## src/hdl/lkcd_pkg.sv

```systemverilog
// shared types and constants for the lock order cycle detector
// no dependencies; used by lkcd_ctrl, lkcd_dp and lock_order_cycle_detector
package lkcd_pkg;

    localparam int NUM_LOCKS   = 16;
    localparam int STACK_DEPTH = 16;

    localparam int ID_W     = 4;
    localparam int STATUS_W = 3;
    localparam int HELD_W   = 5;

    localparam int LIDX_W = (NUM_LOCKS > 1) ? $clog2(NUM_LOCKS) : 1;
    localparam int SIDX_W = (STACK_DEPTH > 1) ? $clog2(STACK_DEPTH) : 1;
    localparam int CNT_W  = $clog2(STACK_DEPTH + 1);
    localparam int STEP_W = $clog2(NUM_LOCKS + 1);

    localparam logic ACT_ACQUIRE = 1'b0;
    localparam logic ACT_RELEASE = 1'b1;

    localparam logic [STATUS_W-1:0] ST_OK           = 3'd0;
    localparam logic [STATUS_W-1:0] ST_POP_EMPTY    = 3'd1;
    localparam logic [STATUS_W-1:0] ST_POP_MISMATCH = 3'd2;
    localparam logic [STATUS_W-1:0] ST_DEADLOCK     = 3'd3;
    localparam logic [STATUS_W-1:0] ST_FULL         = 3'd4;
    localparam logic [STATUS_W-1:0] ST_HALTED       = 3'd5;

    typedef struct packed {
        logic            action;
        logic [ID_W-1:0] lock_id;
    } t_evt;

    typedef struct packed {
        logic [STATUS_W-1:0] status;
        logic                edge_added;
        logic [HELD_W-1:0]   held_count;
    } t_res;

    typedef struct packed {
        logic accept;
        logic step;
        logic finish;
    } t_dp_cmd;

    typedef struct packed {
        logic need_walk;
        logic walk_done;
        logic out_free;
    } t_dp_stat;

endpackage

```

## src/hdl/lock_order_cycle_detector.sv

```systemverilog
// Lock order cycle detector, top level.
// Input channel (i_evt_valid / o_evt_ready / i_evt) carries acquire or release
// transactions with a lock id; output channel (o_res_valid / i_res_ready / o_res)
// returns one result per transaction: status, edge_added and held count.
// A transaction that records no new order edge has its result registered on
// acceptance, and while the receiver does not stall the next one can be taken
// right after it, so such traffic runs at one transaction per cycle.
// An acquire that records a new edge starts a reachability walk over the order
// matrix, one expansion step per cycle; it ends at a fixed point, which takes at
// most NUM_LOCKS - 1 growing steps; the input is not ready meanwhile, and the
// result waits for a free output register. The walk sets the worst case rate.
// Reset clears the held count, the order matrix and the halt flag; stack
// entries are written before they are read. After any error or a deadlock
// every later transaction answers halted until reset.
// When the receiver stalls, the result stays in the output register; one more
// transaction may still be accepted in the cycle the result is taken.
// Depends on lkcd_pkg, lkcd_ctrl, lkcd_dp.
module lock_order_cycle_detector (
    input  logic           i_clk,
    input  logic           i_rst_n,
    input  logic           i_evt_valid,
    output logic           o_evt_ready,
    input  lkcd_pkg::t_evt i_evt,
    output logic           o_res_valid,
    input  logic           i_res_ready,
    output lkcd_pkg::t_res o_res
);

    lkcd_pkg::t_dp_cmd  cmd;
    lkcd_pkg::t_dp_stat stat;

    lkcd_ctrl u_ctrl (
        .i_clk       (i_clk),
        .i_rst_n     (i_rst_n),
        .i_evt_valid (i_evt_valid),
        .o_evt_ready (o_evt_ready),
        .i_stat      (stat),
        .o_cmd       (cmd)
    );

    lkcd_dp u_dp (
        .i_clk       (i_clk),
        .i_rst_n     (i_rst_n),
        .i_cmd       (cmd),
        .o_stat      (stat),
        .i_evt       (i_evt),
        .o_res_valid (o_res_valid),
        .i_res_ready (i_res_ready),
        .o_res       (o_res)
    );

    // a deadlock is always reported on the transaction that added the edge
    a_deadlock_edge: assert property (@(posedge i_clk) disable iff (!i_rst_n)
        o_res_valid && (o_res.status == lkcd_pkg::ST_DEADLOCK) |-> o_res.edge_added)
        else $error("deadlock result without new edge");

    // no new transaction is taken while the walk is running
    a_walk_blocks_input: assert property (@(posedge i_clk) disable iff (!i_rst_n)
        cmd.step |-> !o_evt_ready && !cmd.accept)
        else $error("transaction accepted during walk");

    // finishing a walk always loads a result
    a_finish_loads: assert property (@(posedge i_clk) disable iff (!i_rst_n)
        cmd.finish |=> o_res_valid && o_res.edge_added)
        else $error("walk finished without result");

    // held count never exceeds the stack depth
    a_held_range: assert property (@(posedge i_clk) disable iff (!i_rst_n)
        o_res_valid |-> (32'(o_res.held_count) <= lkcd_pkg::STACK_DEPTH))
        else $error("held count out of range");

endmodule

```

## src/hdl/lkcd_ctrl.sv

```systemverilog
// controller: accepts transactions and sequences the reachability walk
// depends on lkcd_pkg
module lkcd_ctrl (
    input  logic              i_clk,
    input  logic              i_rst_n,
    input  logic              i_evt_valid,
    output logic              o_evt_ready,
    input  lkcd_pkg::t_dp_stat i_stat,
    output lkcd_pkg::t_dp_cmd  o_cmd
);

    typedef enum logic {
        S_IDLE,
        S_WALK
    } t_state;

    t_state r_state;

    always_comb begin
        o_evt_ready   = (r_state == S_IDLE) && i_stat.out_free;
        o_cmd.accept  = o_evt_ready && i_evt_valid;
        o_cmd.step    = (r_state == S_WALK) && !i_stat.walk_done;
        o_cmd.finish  = (r_state == S_WALK) && i_stat.walk_done && i_stat.out_free;
    end

    always_ff @(posedge i_clk) begin
        if (!i_rst_n) begin
            r_state <= S_IDLE;
        end else begin
            case (r_state)
                S_IDLE: begin
                    if (o_cmd.accept && i_stat.need_walk) begin
                        r_state <= S_WALK;
                    end
                end
                S_WALK: begin
                    if (o_cmd.finish) begin
                        r_state <= S_IDLE;
                    end
                end
                default: begin
                    r_state <= S_IDLE;
                end
            endcase
        end
    end

endmodule

```

## src/hdl/lkcd_dp.sv

```systemverilog
// datapath: held stack, lock order matrix, reach set walk and result register
// depends on lkcd_pkg
module lkcd_dp (
    input  logic               i_clk,
    input  logic               i_rst_n,
    input  lkcd_pkg::t_dp_cmd  i_cmd,
    output lkcd_pkg::t_dp_stat o_stat,
    input  lkcd_pkg::t_evt     i_evt,
    output logic               o_res_valid,
    input  logic               i_res_ready,
    output lkcd_pkg::t_res     o_res
);

    logic [lkcd_pkg::ID_W-1:0]      r_stack [lkcd_pkg::STACK_DEPTH];
    logic [lkcd_pkg::CNT_W-1:0]     r_count;
    logic [lkcd_pkg::NUM_LOCKS-1:0] r_matrix [lkcd_pkg::NUM_LOCKS];
    logic [lkcd_pkg::NUM_LOCKS-1:0] r_reach;
    logic                           r_halted;
    logic [lkcd_pkg::LIDX_W-1:0]    r_top_idx;
    logic [lkcd_pkg::ID_W-1:0]      r_id;
    logic [lkcd_pkg::STEP_W-1:0]    r_step;
    logic                           r_res_valid;
    lkcd_pkg::t_res                 r_res;

    logic [lkcd_pkg::ID_W-1:0]      top;
    logic [lkcd_pkg::LIDX_W-1:0]    top_idx;
    logic [lkcd_pkg::LIDX_W-1:0]    id_idx;
    logic                           full;
    logic                           empty;
    logic                           top_in;
    logic                           id_in;
    logic                           need_walk;
    logic [lkcd_pkg::NUM_LOCKS-1:0] n_reach;
    logic                           hit;
    logic [lkcd_pkg::STATUS_W-1:0]  imm_status;
    logic                           imm_halt;
    logic                           imm_push;
    logic                           imm_pop;
    logic [lkcd_pkg::CNT_W-1:0]     imm_count;

    always_comb begin
        top     = r_stack[lkcd_pkg::SIDX_W'(r_count - lkcd_pkg::CNT_W'(1))];
        top_idx = lkcd_pkg::LIDX_W'(top);
        id_idx  = lkcd_pkg::LIDX_W'(i_evt.lock_id);
        full    = (32'(r_count) >= lkcd_pkg::STACK_DEPTH);
        empty   = (r_count == '0);
        top_in  = (32'(top) < lkcd_pkg::NUM_LOCKS);
        id_in   = (32'(i_evt.lock_id) < lkcd_pkg::NUM_LOCKS);
        need_walk = !r_halted && (i_evt.action == lkcd_pkg::ACT_ACQUIRE) && !full && !empty
                    && (top != i_evt.lock_id) && top_in && id_in
                    && !r_matrix[top_idx][id_idx];
    end

    // one expansion step: union of the rows of every lock reached so far
    always_comb begin
        n_reach = r_reach;
        for (int k = 0; k < lkcd_pkg::NUM_LOCKS; k++) begin
            if (r_reach[k]) begin
                n_reach = n_reach | r_matrix[k];
            end
        end
    end

    assign hit = r_reach[r_top_idx];

    always_comb begin
        imm_status = lkcd_pkg::ST_OK;
        imm_halt   = 1'b0;
        imm_push   = 1'b0;
        imm_pop    = 1'b0;
        if (r_halted) begin
            imm_status = lkcd_pkg::ST_HALTED;
        end else if (i_evt.action == lkcd_pkg::ACT_ACQUIRE) begin
            if (full) begin
                imm_status = lkcd_pkg::ST_FULL;
                imm_halt   = 1'b1;
            end else begin
                imm_push = 1'b1;
            end
        end else begin
            if (empty) begin
                imm_status = lkcd_pkg::ST_POP_EMPTY;
                imm_halt   = 1'b1;
            end else if (top != i_evt.lock_id) begin
                imm_status = lkcd_pkg::ST_POP_MISMATCH;
                imm_halt   = 1'b1;
            end else begin
                imm_pop = 1'b1;
            end
        end
        if (imm_push) begin
            imm_count = r_count + lkcd_pkg::CNT_W'(1);
        end else if (imm_pop) begin
            imm_count = r_count - lkcd_pkg::CNT_W'(1);
        end else begin
            imm_count = r_count;
        end
    end

    always_comb begin
        o_stat.need_walk = need_walk;
        o_stat.walk_done = (32'(r_step) == lkcd_pkg::NUM_LOCKS) || (n_reach == r_reach);
        o_stat.out_free  = !r_res_valid || i_res_ready;
    end

    // control state
    always_ff @(posedge i_clk) begin
        if (!i_rst_n) begin
            r_count     <= '0;
            r_halted    <= 1'b0;
            r_res_valid <= 1'b0;
            for (int k = 0; k < lkcd_pkg::NUM_LOCKS; k++) begin
                r_matrix[k] <= '0;
            end
        end else begin
            // result held while stalled, loaded by a direct transaction or a finished walk
            r_res_valid <= (r_res_valid && !i_res_ready) || (i_cmd.accept && !need_walk)
                           || i_cmd.finish;
            if (i_cmd.accept) begin
                if (need_walk) begin
                    r_matrix[top_idx][id_idx] <= 1'b1;
                end else begin
                    r_count     <= imm_count;
                    r_halted    <= r_halted | imm_halt;
                end
            end
            if (i_cmd.finish) begin
                if (hit) begin
                    r_halted <= 1'b1;
                end else begin
                    r_count <= r_count + lkcd_pkg::CNT_W'(1);
                end
            end
        end
    end

    // payload: stack entries, walk registers and result
    always_ff @(posedge i_clk) begin
        if (i_cmd.accept) begin
            if (need_walk) begin
                r_reach   <= lkcd_pkg::NUM_LOCKS'(1) << id_idx;
                r_top_idx <= top_idx;
                r_id      <= i_evt.lock_id;
                r_step    <= '0;
            end else begin
                if (imm_push) begin
                    r_stack[lkcd_pkg::SIDX_W'(r_count)] <= i_evt.lock_id;
                end
                r_res.status     <= imm_status;
                r_res.edge_added <= 1'b0;
                r_res.held_count <= lkcd_pkg::HELD_W'(imm_count);
            end
        end
        if (i_cmd.step) begin
            r_reach <= n_reach;
            r_step  <= r_step + lkcd_pkg::STEP_W'(1);
        end
        if (i_cmd.finish) begin
            r_res.edge_added <= 1'b1;
            if (hit) begin
                r_res.status     <= lkcd_pkg::ST_DEADLOCK;
                r_res.held_count <= lkcd_pkg::HELD_W'(r_count);
            end else begin
                r_stack[lkcd_pkg::SIDX_W'(r_count)] <= r_id;
                r_res.status     <= lkcd_pkg::ST_OK;
                r_res.held_count <= lkcd_pkg::HELD_W'(r_count + lkcd_pkg::CNT_W'(1));
            end
        end
    end

    assign o_res_valid = r_res_valid;
    assign o_res       = r_res;

endmodule

```

## config.mk

```make
export PLATFORM = sky130hd
export DESIGN_NAME = lock_order_cycle_detector
export DESIGN_NICKNAME = d
export VERILOG_FILES = /design/src/hdl/lkcd_pkg.sv /design/src/hdl/lock_order_cycle_detector.sv /design/src/hdl/lkcd_ctrl.sv /design/src/hdl/lkcd_dp.sv
export SDC_FILE = /design/constraint.sdc
export NUM_CORES = 1
export LEC_CHECK = 0
export ABC_CLOCK_PERIOD_IN_PS = 4600
export BUFFER_PORTS_ARGS = -buffer_cell sky130_fd_sc_hd__buf_2
export CORE_MARGIN = 3
export CORE_UTILIZATION = 35
export CTS_CLUSTER_DIAMETER = 30
export DETAILED_ROUTE_END_ITERATION = 8
export PLACE_DENSITY = 0.48
export REMOVE_ABC_BUFFERS = 1
export SYNTH_ARGS = -nofsm -noshare
export SYNTH_HDL_FRONTEND = slang
export SYNTH_SLANG_ARGS = --single-unit
export TNS_END_PERCENT = 20
```

## constraint.sdc

```tcl
create_clock -name i_clk -period 4.6 [get_ports i_clk]
set_clock_uncertainty 0.2 [all_clocks]
set_input_delay 0.69 -clock i_clk [delete_from_list [all_inputs] [get_ports i_clk]]
set_output_delay 0.69 -clock i_clk [all_outputs]
set_load 0.02 [all_outputs]
```

# ---- Word-level counts from Yosys, hierarchy flattened
# Memory sizes are Yosys's and may differ from the RTL's.
# Cells that the tools add are included.
dict set report totals {
  reg_bits 46
  output_inout_bits 11
  input_bits 9
  ramBits 320
  word_cells 160
  memories 2
}
dict set report op_classes {
  bitwise 21
  n_addsub 3
  shifts 1
  n_mux 79
  n_eq_ne 4
  magnitude_cmp 4
  reduce_logical 35
}
# memory depth word_bits rd rd_ports_with_merged_regs write_ports line
set memory_table {}
lappend memory_table {u_dp.r_matrix 16 16 17 0 16 lkcd_dp.sv:16} ;# logic [lkcd_pkg::NUM_LOCKS-1:0] r_matrix [lkcd_pkg::NUM_LOCKS];
lappend memory_table {u_dp.r_stack 16 4 1 0 1 lkcd_dp.sv:14} ;# logic [lkcd_pkg::ID_W-1:0] r_stack [lkcd_pkg::STACK_DEPTH];
# cell n
set ops {}
lappend ops {{$mux 16} 22}
lappend ops {{$or 16x16->16} 16}
lappend ops {{$mux 5} 10}
lappend ops {{$mux 1} 32}
lappend ops {{$mux 9} 3}
lappend ops {{$eq 16x16->1} 1}
lappend ops {{$reduce_or 16->1} 1}
lappend ops {{$shl 1x4->16 const A} 1}
lappend ops {{$logic_and 1x1->1} 14}
lappend ops {{$mux 3} 4}
lappend ops {{$add 5x1->5 const B} 2}
lappend ops {{$lt 4x5->1 const B} 2}
lappend ops {{$bmux 1 s4} 2}
lappend ops {{$logic_not 1->1} 8}
lappend ops {{$mux 4} 2}
lappend ops {{$reduce_and 2->1} 4}
lappend ops {{$reduce_bool 2->1} 3}
lappend ops {{$eq 5x5->1 const B} 1}
lappend ops {{$ge 5x5->1 const B} 1}
lappend ops {{$logic_not 5->1} 1}
lappend ops {{$sub 5x1->5 const B} 1}
lappend ops {{$demux 1 s4} 1}
lappend ops {{$ge 4x1->1 const B} 1}
lappend ops {{$logic_or 1x1->1} 4}
lappend ops {{other kinds (6)} 10}

# ---- Longest topological paths before layout
# Gate-level depths: netlist of run 1.
# An unclocked memory read counts as a cell.
dict set report depth {
  depth_word 40
  depth_mapped 24
  depth_no_buf 15
}

# ---- Cells and area by module
# A second synthesis of run 1 with hierarchy kept.
dict set report unflattened {
  cells_unflattened 1948
  hier_area_um2 17743.3
}
# module area_per_inst_um2 cells_each seq_area_each_um2 n_inst
set by_module_without_submodules {}
lappend by_module_without_submodules {lkcd_dp 17673.2 1940 8318.0 1}
lappend by_module_without_submodules {lkcd_ctrl 70.1 8 20.0 1}

# ---- Least setup slack after synthesis of run 1
# Ideal clock, no wire load.
dict set report synth_path {
  path_kind {register to register}
  from {register u_dp.r_count[0] in the netlist's numbering}
  to {memory u_dp.r_stack[0][0] in the netlist's numbering (enable)}
  required_ns 4.068
  arrival_ns 4.510
  stages_incl_launch_ff 23
  slack_ns -0.442
  n_path_buf 7
  setup_time_ns 0.332
  period_less_slack_ns 5.042
  cell_sequence {dfxtp_1 > buf_6 > buf_2 > inv_1 > ha_1 > clkbuf_1 > mux4_2 > mux2i_1 > mux2_1 > buf_6 > inv_2 > buf_6 > buf_4 > nand2_1 > a311oi_2 > nor4_1 > a31oi_1 > nand3_1 > a21oi_4 > o21bai_4 > o21ai_2 > buf_2 > nor2b_1}
}
dict set report synth_via {
  elab_chain_len 11
  word_cells_on_any_way 23
  classes_between {add/sub (1); order compare (1); eq/ne (1); mux (9); bitwise (1); reduce/logical (8); memory (2)}
}
# item line
set synth_lines {}
lappend synth_lines {{start: declaration} lkcd_dp.sv:15} ;# logic [lkcd_pkg::CNT_W-1:0] r_count;
lappend synth_lines {{start signal: assignment} lkcd_dp.sv:123} ;# r_count <= imm_count;
lappend synth_lines {{start signal: assignment} lkcd_dp.sv:131} ;# r_count <= r_count + lkcd_pkg::CNT_W'(1);
lappend synth_lines {{$sub 5x1->5} lkcd_dp.sv:42} ;# top = r_stack[lkcd_pkg::SIDX_W'(r_count - lkcd_pkg::CNT_W'(1))];
lappend synth_lines {{$mem_v2 16x4} -}
lappend synth_lines {{$mem_v2 16x16} -}
lappend synth_lines {{$bmux 1 s4} lkcd_dp.sv:51} ;# && !r_matrix[top_idx][id_idx];
lappend synth_lines {{$mux 1 (implied by the code)} lkcd_dp.sv:51}
lappend synth_lines {{$logic_not 1->1} lkcd_dp.sv:51}
lappend synth_lines {{$logic_and 1x1->1} lkcd_dp.sv:51}
lappend synth_lines {{$mux 1} lkcd_dp.sv:140} ;# if (need_walk) begin
lappend synth_lines {{$mux 1} lkcd_dp.sv:139} ;# if (i_cmd.accept) begin
lappend synth_lines {{$mux 1 (implied by the code)} lkcd_dp.sv:147} ;# r_stack[lkcd_pkg::SIDX_W'(r_count)] <= i_evt.lock_id;
lappend synth_lines {{$or 1x1->1 (no source line)} -}
lappend synth_lines {{end: declaration} lkcd_dp.sv:14}
# Parallel ways exist; a longest one is shown, timed or not. The select of a mux whose other input is x is not followed.

==> impl_metrics.tcl, run 1 <==
set metrics [dict create \
    status "completed" \
    area_growth_pct 29.8 \
    path_max_fanout 19 \
    synth.area.top_cells "dfxtp_1, edfxtp_1, a22o_1, mux2i_1, nand2_1" \
    arrival_ps 4950 \
    place_congestion 0.898 \
    hp-class "in2reg" \
    cap_violations 0 \
    cts_made_buffers 86 \
    post-place-ws_ps -568 \
    finalNonFillerCells 2586 \
    path_clk_slew_ps 40 \
    r2r_cells 16 \
    drtAntennaViolNets 0 \
    drc 0 \
    end_kind "flop" \
    num_rows 81 \
    setup_slack_ps 6.64 \
    maxSlewViolCount 0 \
    synth_async_sr_flop_share_pct 0 \
    drive_above_1_share_pct 24.2 \
    ys_warn_count 0 \
    fmax_ghz 0.218 \
    syn_avg_cell_area_um2 10.3 \
    rsz0062_at_grt "true" \
    ys_types 74 \
    netlist_area_um2 17500 \
    synthCells 1706 \
    clock_sinks 366 \
    grt_pass1_wl_mm 100 \
    final_nets 1865 \
    io_pins 20 \
    antenna_found_initial 0 \
    track_usage_pct 25.3 \
    die_width_um 230 \
    htreeDepth 3 \
    dieHeight_um 230 \
    worst_slew_pin_slew_ps 1060 \
    clock-root-buffer "clkbuf_16" \
    synth_seq_area_share_pct 47.6 \
    vias_per_cell 5.94 \
    grt_max_degree 85 \
    drt-initial-drc-count 1712 \
    worstSetupPathType "reg2reg" \
    stdcell_area_um2 22700 \
    placed_cells 2415 \
    yosysTopAreaCell "dfxtp_1" \
    drt_first_pass_iters 6 \
    dieArea_um2 52800 \
    synthFlopType "dfxtp_1" \
    cts_max_path_buffers 3 \
    fill_cells 4575 \
    hold_viol_final 0 \
    io_buffers 19 \
    grt_pass1_vias 15100 \
    coreArea_um2 49200 \
    vias 15400 \
    initial_core_util_pct 35.7 \
    place.detailed.hpwl_mm 45.9 \
    clock_insertion_delay_worst_skew_ps 630 \
    p_per_area_nw_per_um2 608 \
    cts_tree "yes" \
    whs_path_depth 1 \
    vdd_drop_max_mv 0.373 \
    fin_crit_ps 4590 \
    post_drt_wl_per_cell_um 26.2 \
    gr-total-overflow 0 \
    slew_headroom_pct 29.4 \
    p_leak_nw 8.58 \
    crit_path_start_kind "flop" \
    required_ps 4950 \
    wl_mm 67.8 \
    synth_edf_count 101 \
    synth_seq_cells 366 \
    whs_ps 128 \
    period_share_pct 99.9 \
    setup_viol 0 \
    diodes 0 \
    place_area_um2 19400 \
    yosysTopAreaCellShare_pct 30.3 \
]
==> cells in the mapped netlist (3+ instances only) <==
cell,number
xnor2_1,11
buf_2,32
nor2_1,78
inv_1,18
o21ai_1,4
nand3_1,95
o22ai_1,11
a22oi_1,104
nand2b_1,6
o32ai_1,4
buf_4,6
nand2_1,212
a21oi_1,34
mux4_2,23
nor3_1,31
nor4_4,8
a311oi_1,3
a222oi_1,10
dfxtp_1,265
nor2b_1,13
o31a_1,3
ha_1,6
a31oi_1,8
mux2_2,13
a32oi_1,5
and3_1,29
edfxtp_1,101
o2111a_1,4
nor4_1,3
and2_1,20
clkbuf_1,93
a32o_1,10
o21ai_0,13
a22o_1,231
nand4_1,16
buf_6,13
buf_1,17
mux2i_1,104
a41oi_1,5
==> metal layers <==
layer	routed length, um	global-route usage [%]
met4	3630	13.3
met5	0	0
met1	28600	33.8
met2	30300	38.5
met3	5330	5.25
==> kinds of logic (layout without fill, tap and decap cells) <==
family          Yosys count  after routing  share of synthesized area, %
compound gates          469            469                          21.6
fa+ha+maj                 6              6                         0.428
buf+inv                 182            398                          4.90
flops                   366            366                          47.6
xor+xnor                 13             13                         0.757
mux                     142            142                          9.92
simple gates            528            528                          14.8
==> per-stage QoR <==
stage / utilization [%] / TNS (ps) / power [mW]
floorplan: - / -1268550 / 5.32
global placement: 39.5 / -129540 / 7.49
detailed placement: 39.5 / -117690 / 7.48
CTS: 45.9 / -37.7 / 13.8
global route: 46.3 / -8010 / 14.2
finish: 46.3 / 0 / 13.8
==> power breakdown <==
group / internal (mW) / switching [mW]
clock network: 4.02 / 2.05
logic: 1.67 / 2.61
registers: 3.42 / 0.0579
total: 9.10 / 4.72
==> final timing paths <==
check                                      from                    to  slack, ps
worst max-delay path            u_dp.r_count[1]  u_dp.r_matrix[7][14]          7
worst min-delay path                   i_evt[0]          u_dp.r_id[0]        130
worst max register to register  u_dp.r_count[1]  u_dp.r_matrix[7][14]          7
worst min register to register    u_dp.o_res[5]         u_dp.o_res[5]        250
==> area by class of cell <==
cell class / count / area (um2) / area share (%)
inverters: 20 / 90.1 / 0.396
well taps: 664 / 831 / 3.65
repair buffers: 218 / 2030 / 8.94
flip-flops and latches: 366 / 8340 / 36.7
multi-input cells: 1158 / 8520 / 37.5
clock buffers: 102 / 2320 / 10.2
clock inverters: 58 / 616 / 2.71
==> repair_timing <==
| action | CTS | global route |
|---|---|---|
| hold buffers | 0 | 0 |
| endpoints found under the setup margin | 352 | 276 |
| gates cloned | 1 | 0 |
| setup buffers | 5 | 5 |
| gates resized for setup | 42 | 20 |
| pin swaps | 9 | 11 |
==> cell usage in the layout, fill, tap and decap left out, types with 5 or more instances in the layout <==
| master | netlist | layout |
|---|---|---|
| a31oi_1 | 8 | 7 |
| nor4_4 | 8 | 8 |
| edfxtp_1 | 101 | 101 |
| o21ai_0 | 13 | 13 |
| a32oi_1 | 5 | 5 |
| mux2_2 | 13 | 12 |
| a22oi_1 | 104 | 104 |
| a32o_1 | 10 | 10 |
| nor2b_1 | 13 | 12 |
| and3_1 | 29 | 15 |
| nand2b_1 | 6 | 6 |
| clkinvlp_4 | 0 | 7 |
| a222oi_1 | 10 | 10 |
| nand2_1 | 212 | 212 |
| o22ai_1 | 11 | 11 |
| nor3_1 | 31 | 31 |
| buf_12 | 1 | 31 |
| nor2_1 | 78 | 78 |
| nand4_1 | 16 | 16 |
| dfxtp_1 | 265 | 264 |
| buf_2 | 32 | 18 |
| mux2i_1 | 104 | 102 |
| clkbuf_16 | 0 | 89 |
| buf_4 | 6 | 162 |
| a22o_1 | 231 | 231 |
| xnor2_1 | 11 | 11 |
| ha_1 | 6 | 5 |
| and2_1 | 20 | 20 |
| inv_6 | 0 | 6 |
| mux4_2 | 23 | 23 |
| clkinv_2 | 0 | 16 |
| bufinv_16 | 0 | 7 |
| clkbuf_1 | 93 | 9 |
| inv_1 | 18 | 17 |
| clkinv_4 | 0 | 15 |
| a21oi_1 | 34 | 34 |
| nand3_1 | 95 | 94 |
| and3_4 | 0 | 11 |
==> critical path, stage by stage (launching register included) <==
cell	delay, ps
dfxtp_1	320
inv_1	80
ha_4	290
buf_12	130
mux4_2	320
mux4_2	580
buf_12	170
nor2b_1	170
buf_4	210
nand3_1	140
a31oi_1	130
o41ai_2	400
a21oi_4	60
buf_6	150
nor4_4	740
buf_12	250
a22o_1	150
==> registers in the layout, indices dropped and copies added (netlist names) <==
name / count
u_dp.r_reach: 16
u_dp.r_halted: 1
u_dp.r_stack: 64
u_dp.r_id: 4
u_ctrl.r_state: 1
u_dp.o_res: 9
u_dp.r_step: 5
u_dp.o_res_valid: 1
u_dp.r_matrix: 256
u_dp.r_top_idx: 4
u_dp.r_count: 5
Note: power is estimated with default switching activity, not from simulation.
==> run 2: changes to the inputs <==
--- a/config.mk
+++ b/config.mk
@@ -11,7 +11,8 @@
 export CORE_UTILIZATION = 35
 export CTS_CLUSTER_DIAMETER = 30
 export DETAILED_ROUTE_END_ITERATION = 8
-export PLACE_DENSITY = 0.48
+export GPL_TIMING_DRIVEN = 0
+export PLACE_DENSITY = 0.51
 export REMOVE_ABC_BUFFERS = 1
 export SYNTH_ARGS = -nofsm -noshare
 export SYNTH_HDL_FRONTEND = slang
==> run 2 against run 1 <==
  * The flow now finishes with violations (negative setup slack)
  * Largest cell class unchanged
  * Via count up 2.9%
  * Final area increased by 5.4%
  * Combinational power is 13% higher
  * Critical path depth is 2 higher
  * Count of clock-buffer cells in the layout rose by 21
  * Maximum frequency shrank 1.7%
  * Clock power rose by 15%
  * First-iteration DRC count rose by 13%
  * Highest routed layer unchanged
  * Hold slack improved by 110 ps
  * Critical endpoint is now u_dp.r_reach[9]
  * Global-route usage up 0.54 points
  * Non-clock buffer count shrank 3
  * Sequential cell count unchanged
==> impl_metrics.tcl, run 2 (synthesized netlist as in run 1, its figures left out) <==
set metrics [dict create \
    area_growth_pct 36.7 \
    hp-start "i_evt[2]" \
    io_buffers 19 \
    finalPower_mw 15.3 \
    fin_crit_ps 4670 \
    cts_tree "yes" \
    hold_viol_final 0 \
    critPathLaunch "u_dp.r_count[0]" \
    drtAntennaViolNets 0 \
    grt_max_degree 158 \
    arrival_ps 4830 \
    final_common_cell "dfxtp_1" \
    cts_max_path_buffers 3 \
    end_kind "flop" \
    maxSlewViolCount 0 \
    failed_checks "negative setup slack" \
    required_ps 4750 \
    grt_pass1_vias 15600 \
    most-common-layout-cells "dfxtp_1, a22o_1, nand2_1, buf_4" \
    drive_above_1_share_pct 27.1 \
    die_width_um 230 \
    coreArea_um2 49200 \
    status "finished, violations left" \
    vias 15800 \
    crit_path_top_delay_cell "mux4_2" \
    place_congestion 0.849 \
    path_clk_slew_ps 40 \
    htreeDepth 3 \
    cp_top_family "simple AND/OR/NAND/NOR gates" \
    vias_per_cell 6.07 \
    p_per_area_nw_per_um2 639 \
    stdcell_area_um2 24000 \
    setup_slack_ps -72.5 \
    max_stage_delay_ps 560 \
    placed_cells 2242 \
    fmax_ghz 0.214 \
    crit_top_cell "buf_6" \
    r2r-start "u_dp.r_count[0]" \
    place_area_um2 18000 \
    finalNonFillerCells 2606 \
    clock_insertion_delay_worst_skew_ps 630 \
    post-place-ws_ps -3490 \
    period_share_pct 102 \
    drt-initial-drc-count 1937 \
    path_cells "inv_4 -> ha_4 -> buf_6 -> mux4_2 -> mux4_2 -> buf_12 -> or2_4 -> a222oi_1 -> a21oi_1 -> a22oi_1 -> nand4_1 -> nand3_4 -> buf_6 -> buf_6 -> nor3_4 -> buf_4 -> buf_8 -> or2_4" \
    critical_path_buf_inv_count 7 \
    clock_sinks 366 \
    track_usage_pct 25.8 \
    gr-total-overflow 0 \
    final_nets 1880 \
    vdd_drop_max_mv 0.401 \
    place.detailed.hpwl_mm 38.0 \
    cts_made_buffers 94 \
    hp-class "in2reg" \
    cap_violations 0 \
    top_register "u_dp.r_matrix" \
    p_leak_nw 9.08 \
    worst_slew_pin_slew_ps 1180 \
    dieHeight_um 230 \
    path_max_fanout 6 \
    num_rows 81 \
    largestRegisters "u_dp.r_matrix: 256 flops, u_dp.r_stack: 64 flops, u_dp.r_reach: 16 flops" \
    antenna_found_initial 0 \
    drc 0 \
    grt_pass1_wl_mm 103 \
    rsz0062_at_grt "true" \
    post_drt_wl_per_cell_um 26.8 \
    drt_first_pass_iters 6 \
    dieArea_um2 52800 \
    setup_viol 125 \
    wl_mm 70.0 \
    slew_headroom_pct 21.2 \
    clock-root-buffer "clkbuf_16" \
    initial_core_util_pct 35.7 \
    diodes 0 \
    largest_reg_flops 256 \
    io_pins 20 \
    worstSetupPathType "reg2reg" \
    fin_util_pct 48.8 \
    crit_path_start_kind "flop" \
]
[run 2: timing repair]
action / 4_1_cts / 5_1_grt
gates cloned: 16 / 3
endpoints found under the hold margin: 0 / 0
hold buffers: 0 / 0
setup endpoints to repair: 424 / 410
buffers inserted: 145 / 29
pin swaps: 29 / 24
resized for setup: 109 / 62
[run 2: through the flow]
stage	setup TNS, ps	hold slack (ps)
final	-4310	236
after global routing	-19200	226
after CTS	-270	212
after detailed placement	-1060480	239
after global placement	-2927980	231
after floorplan	-1268550	229
[run 2: worst paths after layout]
path	end	slack, ps	cells past startpoint
max	u_dp.r_reach[9]	-70	18
min	u_dp.r_id[2]	240	1
max reg2reg	u_dp.r_reach[9]	-70	18
min reg2reg	u_dp.o_res[5]	240	2
[run 2: cell type report]
class / instances / area, um2
repair buffers: 215 / 2340
clock buffers: 123 / 2780
flip-flops and latches: 366 / 8350
clock inverters: 50 / 633
well taps: 664 / 831
inverters: 20 / 116
repair inverters: 2 / 20.0
fillers: 4396 / 25200
multi-input cells: 1166 / 8890
[run 2: metal layers]
metal / GRT usage [%] / routed length, um
met5: 0 / 0
met2: 39.1 / 30800
met4: 14.6 / 4340
met1: 33.8 / 28500
met3: 6.11 / 6300
[run 2: power by group]
group	switching (mW)	internal, mW
clock network	2.10	4.90
logic	3.00	1.83
registers	0.0603	3.42
total	5.15	10.1
==> run 3: changes to the inputs <==
--- a/config.mk
+++ b/config.mk
@@ -5,14 +5,14 @@
 export SDC_FILE = /design/constraint.sdc
 export NUM_CORES = 1
 export LEC_CHECK = 0
-export ABC_CLOCK_PERIOD_IN_PS = 4600
+export ABC_CLOCK_PERIOD_IN_PS = 5650
 export BUFFER_PORTS_ARGS = -buffer_cell sky130_fd_sc_hd__buf_2
 export CORE_MARGIN = 3
 export CORE_UTILIZATION = 35
 export CTS_CLUSTER_DIAMETER = 30
 export DETAILED_ROUTE_END_ITERATION = 8
 export GPL_TIMING_DRIVEN = 0
-export PLACE_DENSITY = 0.51
+export PLACE_DENSITY = 0.49
 export REMOVE_ABC_BUFFERS = 1
 export SYNTH_ARGS = -nofsm -noshare
 export SYNTH_HDL_FRONTEND = slang
==> constraint.sdc (replaced) <==
create_clock -name i_clk -period 5.65 [get_ports i_clk]
set_clock_uncertainty 0.2 [all_clocks]
set_input_delay 0.8475 -clock i_clk [delete_from_list [all_inputs] [get_ports i_clk]]
set_output_delay 0.8475 -clock i_clk [all_outputs]
set_load 0.02 [all_outputs]
==> run 3 against run 2 <==
  * The flow now finishes without violations
  * Critical path depth down 2
  * Count of clock-buffer cells in the layout shrank 12
  * Global-route usage shrank 1.6 points
  * Routed wire length shrank 5.4%
  * Combinational power down 40%
  * Setup slack improved by 240 ps
  * Sequential share of layout area up 3.4 points
  * Die area unchanged
  * Critical path type unchanged
  * Largest power group unchanged
==> impl_metrics.tcl, run 3 (synthesized netlist as in run 1, its figures left out) <==
set metrics [dict create \
    arrival_ps 5760 \
    io_pins 20 \
    worst-path-stages 16 \
    drt-initial-drc-count 1871 \
    worstSetupPathType "reg2reg" \
    cts_max_path_buffers 3 \
    top_register "u_dp.r_matrix" \
    multi_input_area_um2 8500 \
    required_ps 5940 \
    hp-class "reg2reg" \
    worst_slew_pin_slew_ps 1440 \
    fill_cells 4625 \
    clock_insertion_delay_worst_skew_ps 620 \
    most-common-layout-cells "dfxtp_1, a22o_1, nand2_1, a22oi_1" \
    htreeDepth 3 \
    path_cells "o31a_1 -> nor2_4 -> buf_4 -> mux4_2 -> and2_1 -> a32oi_1 -> a311oi_1 -> o41ai_2 -> a21oi_4 -> buf_6 -> nor4_4 -> buf_6 -> buf_8 -> buf_6 -> buf_8 -> a32o_1" \
    slew_headroom_pct 3.70 \
    drtAntennaViolNets 0 \
    hold_viol_final 0 \
    setup_viol 0 \
    track_usage_pct 24.2 \
    cts_tree "yes" \
    path_max_fanout 16 \
    place_congestion 0.814 \
    post_drt_wl_per_cell_um 26.9 \
    finalPower_mw 11.3 \
    dieHeight_um 230 \
    drive_above_1_share_pct 17.7 \
    vdd_drop_max_mv 0.362 \
    crit_path_top_delay_cell "and2_1" \
    largestRegisters "u_dp.r_matrix: 256 flops, u_dp.r_stack: 64 flops, u_dp.r_reach: 16 flops" \
    gr-total-overflow 0 \
    fmax_ghz 0.183 \
    rsz0062_at_grt "false" \
    status "completed" \
    p_leak_nw 8.02 \
    clock-root-buffer "clkbuf_16" \
    final_nets 1732 \
    endpoint "u_dp.r_matrix[15][6]" \
    crit_path_start_kind "flop" \
    coreArea_um2 49200 \
    r2r_end "u_dp.r_matrix[15][6]" \
    diodes 0 \
    area_growth_pct 24.4 \
    die_width_um 230 \
    wl_mm 66.2 \
    maxSlewViolCount 0 \
    period_share_pct 97.0 \
    post-place-ws_ps -2630 \
    r2r_cells 16 \
    p_per_area_nw_per_um2 520 \
    clock_sinks 366 \
    cts_made_buffers 88 \
    end_kind "flop" \
    path_clk_slew_ps 50 \
    io_buffers 19 \
    critPathLaunch "u_dp.r_count[2]" \
    antenna_found_initial 1 \
    largest_reg_flops 256 \
    vias 14900 \
    final-seq-area_um2 8350 \
    r2r-start "u_dp.r_count[2]" \
    max_stage_delay_ps 880 \
    grt_pass1_vias 14600 \
    critical_path_buf_inv_count 6 \
    setup_slack_ps 172 \
    cts_hold_buf 0 \
    dieArea_um2 52800 \
    num_rows 81 \
    regToRegSetupSlack_ps 170 \
    cp_top_family "compound AO/OA/AOI/OAI gates" \
    fin_crit_ps 5480 \
    vias_per_cell 6.08 \
    final_common_cell "dfxtp_1" \
    drc 0 \
    drt_first_pass_iters 6 \
    crit_top_cell "buf_6" \
    grt_max_degree 151 \
    initial_core_util_pct 35.7 \
    grt_pass1_wl_mm 96.3 \
    cap_violations 0 \
    place.detailed.hpwl_mm 38.5 \
]
[run 3: cell count changes in the layout (fill, tap and decap cells not counted), sizes merged]
| cell | change |
|---|---|
| and2 | -3 |
| buf | -133 |
| bufbuf | -1 |
| bufinv | +3 |
| clkbuf | -14 |
| clkinv | +1 |
| clkinvlp | +2 |
| inv | -4 |
| mux2 | +1 |
| o21ai | +1 |
| or2 | -3 |
[run 3: worst min path at each step]
| stage | from | endpoint | slack (ps) | depth (start not counted) |
|---|---|---|---|---|
| 2_1_floorplan | u_dp.r_matrix[0][0] | u_dp.r_matrix[0][0] | 230 | 1 |
| 3_3_place_gp | u_dp.o_res[5] | u_dp.o_res[5] | 240 | 2 |
| 3_5_place_dp | u_dp.o_res[5] | u_dp.o_res[5] | 240 | 2 |
| 4_1_cts | u_dp.r_matrix[4][4] | u_dp.r_matrix[4][4] | 260 | 1 |
| 5_1_grt | u_dp.r_matrix[0][0] | u_dp.r_matrix[0][0] | 280 | 1 |
| 6_report | u_dp.r_matrix[4][4] | u_dp.r_matrix[4][4] | 250 | 1 |
[run 3: layout make-up]
type                            instances  area share, %
Tap cell                              664           3.81
Sequential cell                       366           38.3
Clock buffer                          111           11.4
Timing Repair Buffer                   79           3.64
Clock inverter                         54           3.51
Multi-Input combinational cell       1162           39.0
Inverter                               20          0.425
[run 3: per-layer routing]
| metal | share of wire, % | vias to the layer above | global-route usage, % | wire, um |
|---|---|---|---|---|
| met5 | 0.012 | - | 0 | 8 |
| met4 | 5.0 | 2 | 11.7 | 3290 |
| met3 | 8.6 | 217 | 5.43 | 5710 |
| met2 | 45 | 776 | 38.0 | 29800 |
| met1 | 41 | 7358 | 31.6 | 27400 |
| li1 | - | 6569 | - | - |
[run 3: through the flow]
stage / util [%] / setup TNS, ps / instances / cell area [um2] / hold slack, ps
CTS: 43.8 / 0 / 2430 / 21500 / 257
finish: 44.4 / 0 / 2456 / 21800 / 252
global placement: 35.9 / -2653640 / 2227 / 17700 / 240
detailed placement: 36.5 / -696740 / 2242 / 18000 / 242
floorplan: - / -891600 / 1544 / 16700 / 229
global route: 44.4 / 0 / 2456 / 21800 / 275
[run 3: timing repair]
action                                  CTS  global route
gates cloned                              3             3
gates resized for setup                  22            11
setup buffers                            20            23
pin swaps                                 8             9
endpoints found under the setup margin  358           230
[run 3: power breakdown]
| group | switching, mW | leakage (nW) | total (mW) | internal, mW |
|---|---|---|---|---|
| sequential | 0.207 | 3.06 | 2.99 | 2.78 |
| clock | 1.65 | 1.55 | 5.44 | 3.79 |
| combinational | 1.95 | 3.40 | 2.90 | 0.947 |
| total | 3.81 | 8.02 | 11.3 | 7.52 |
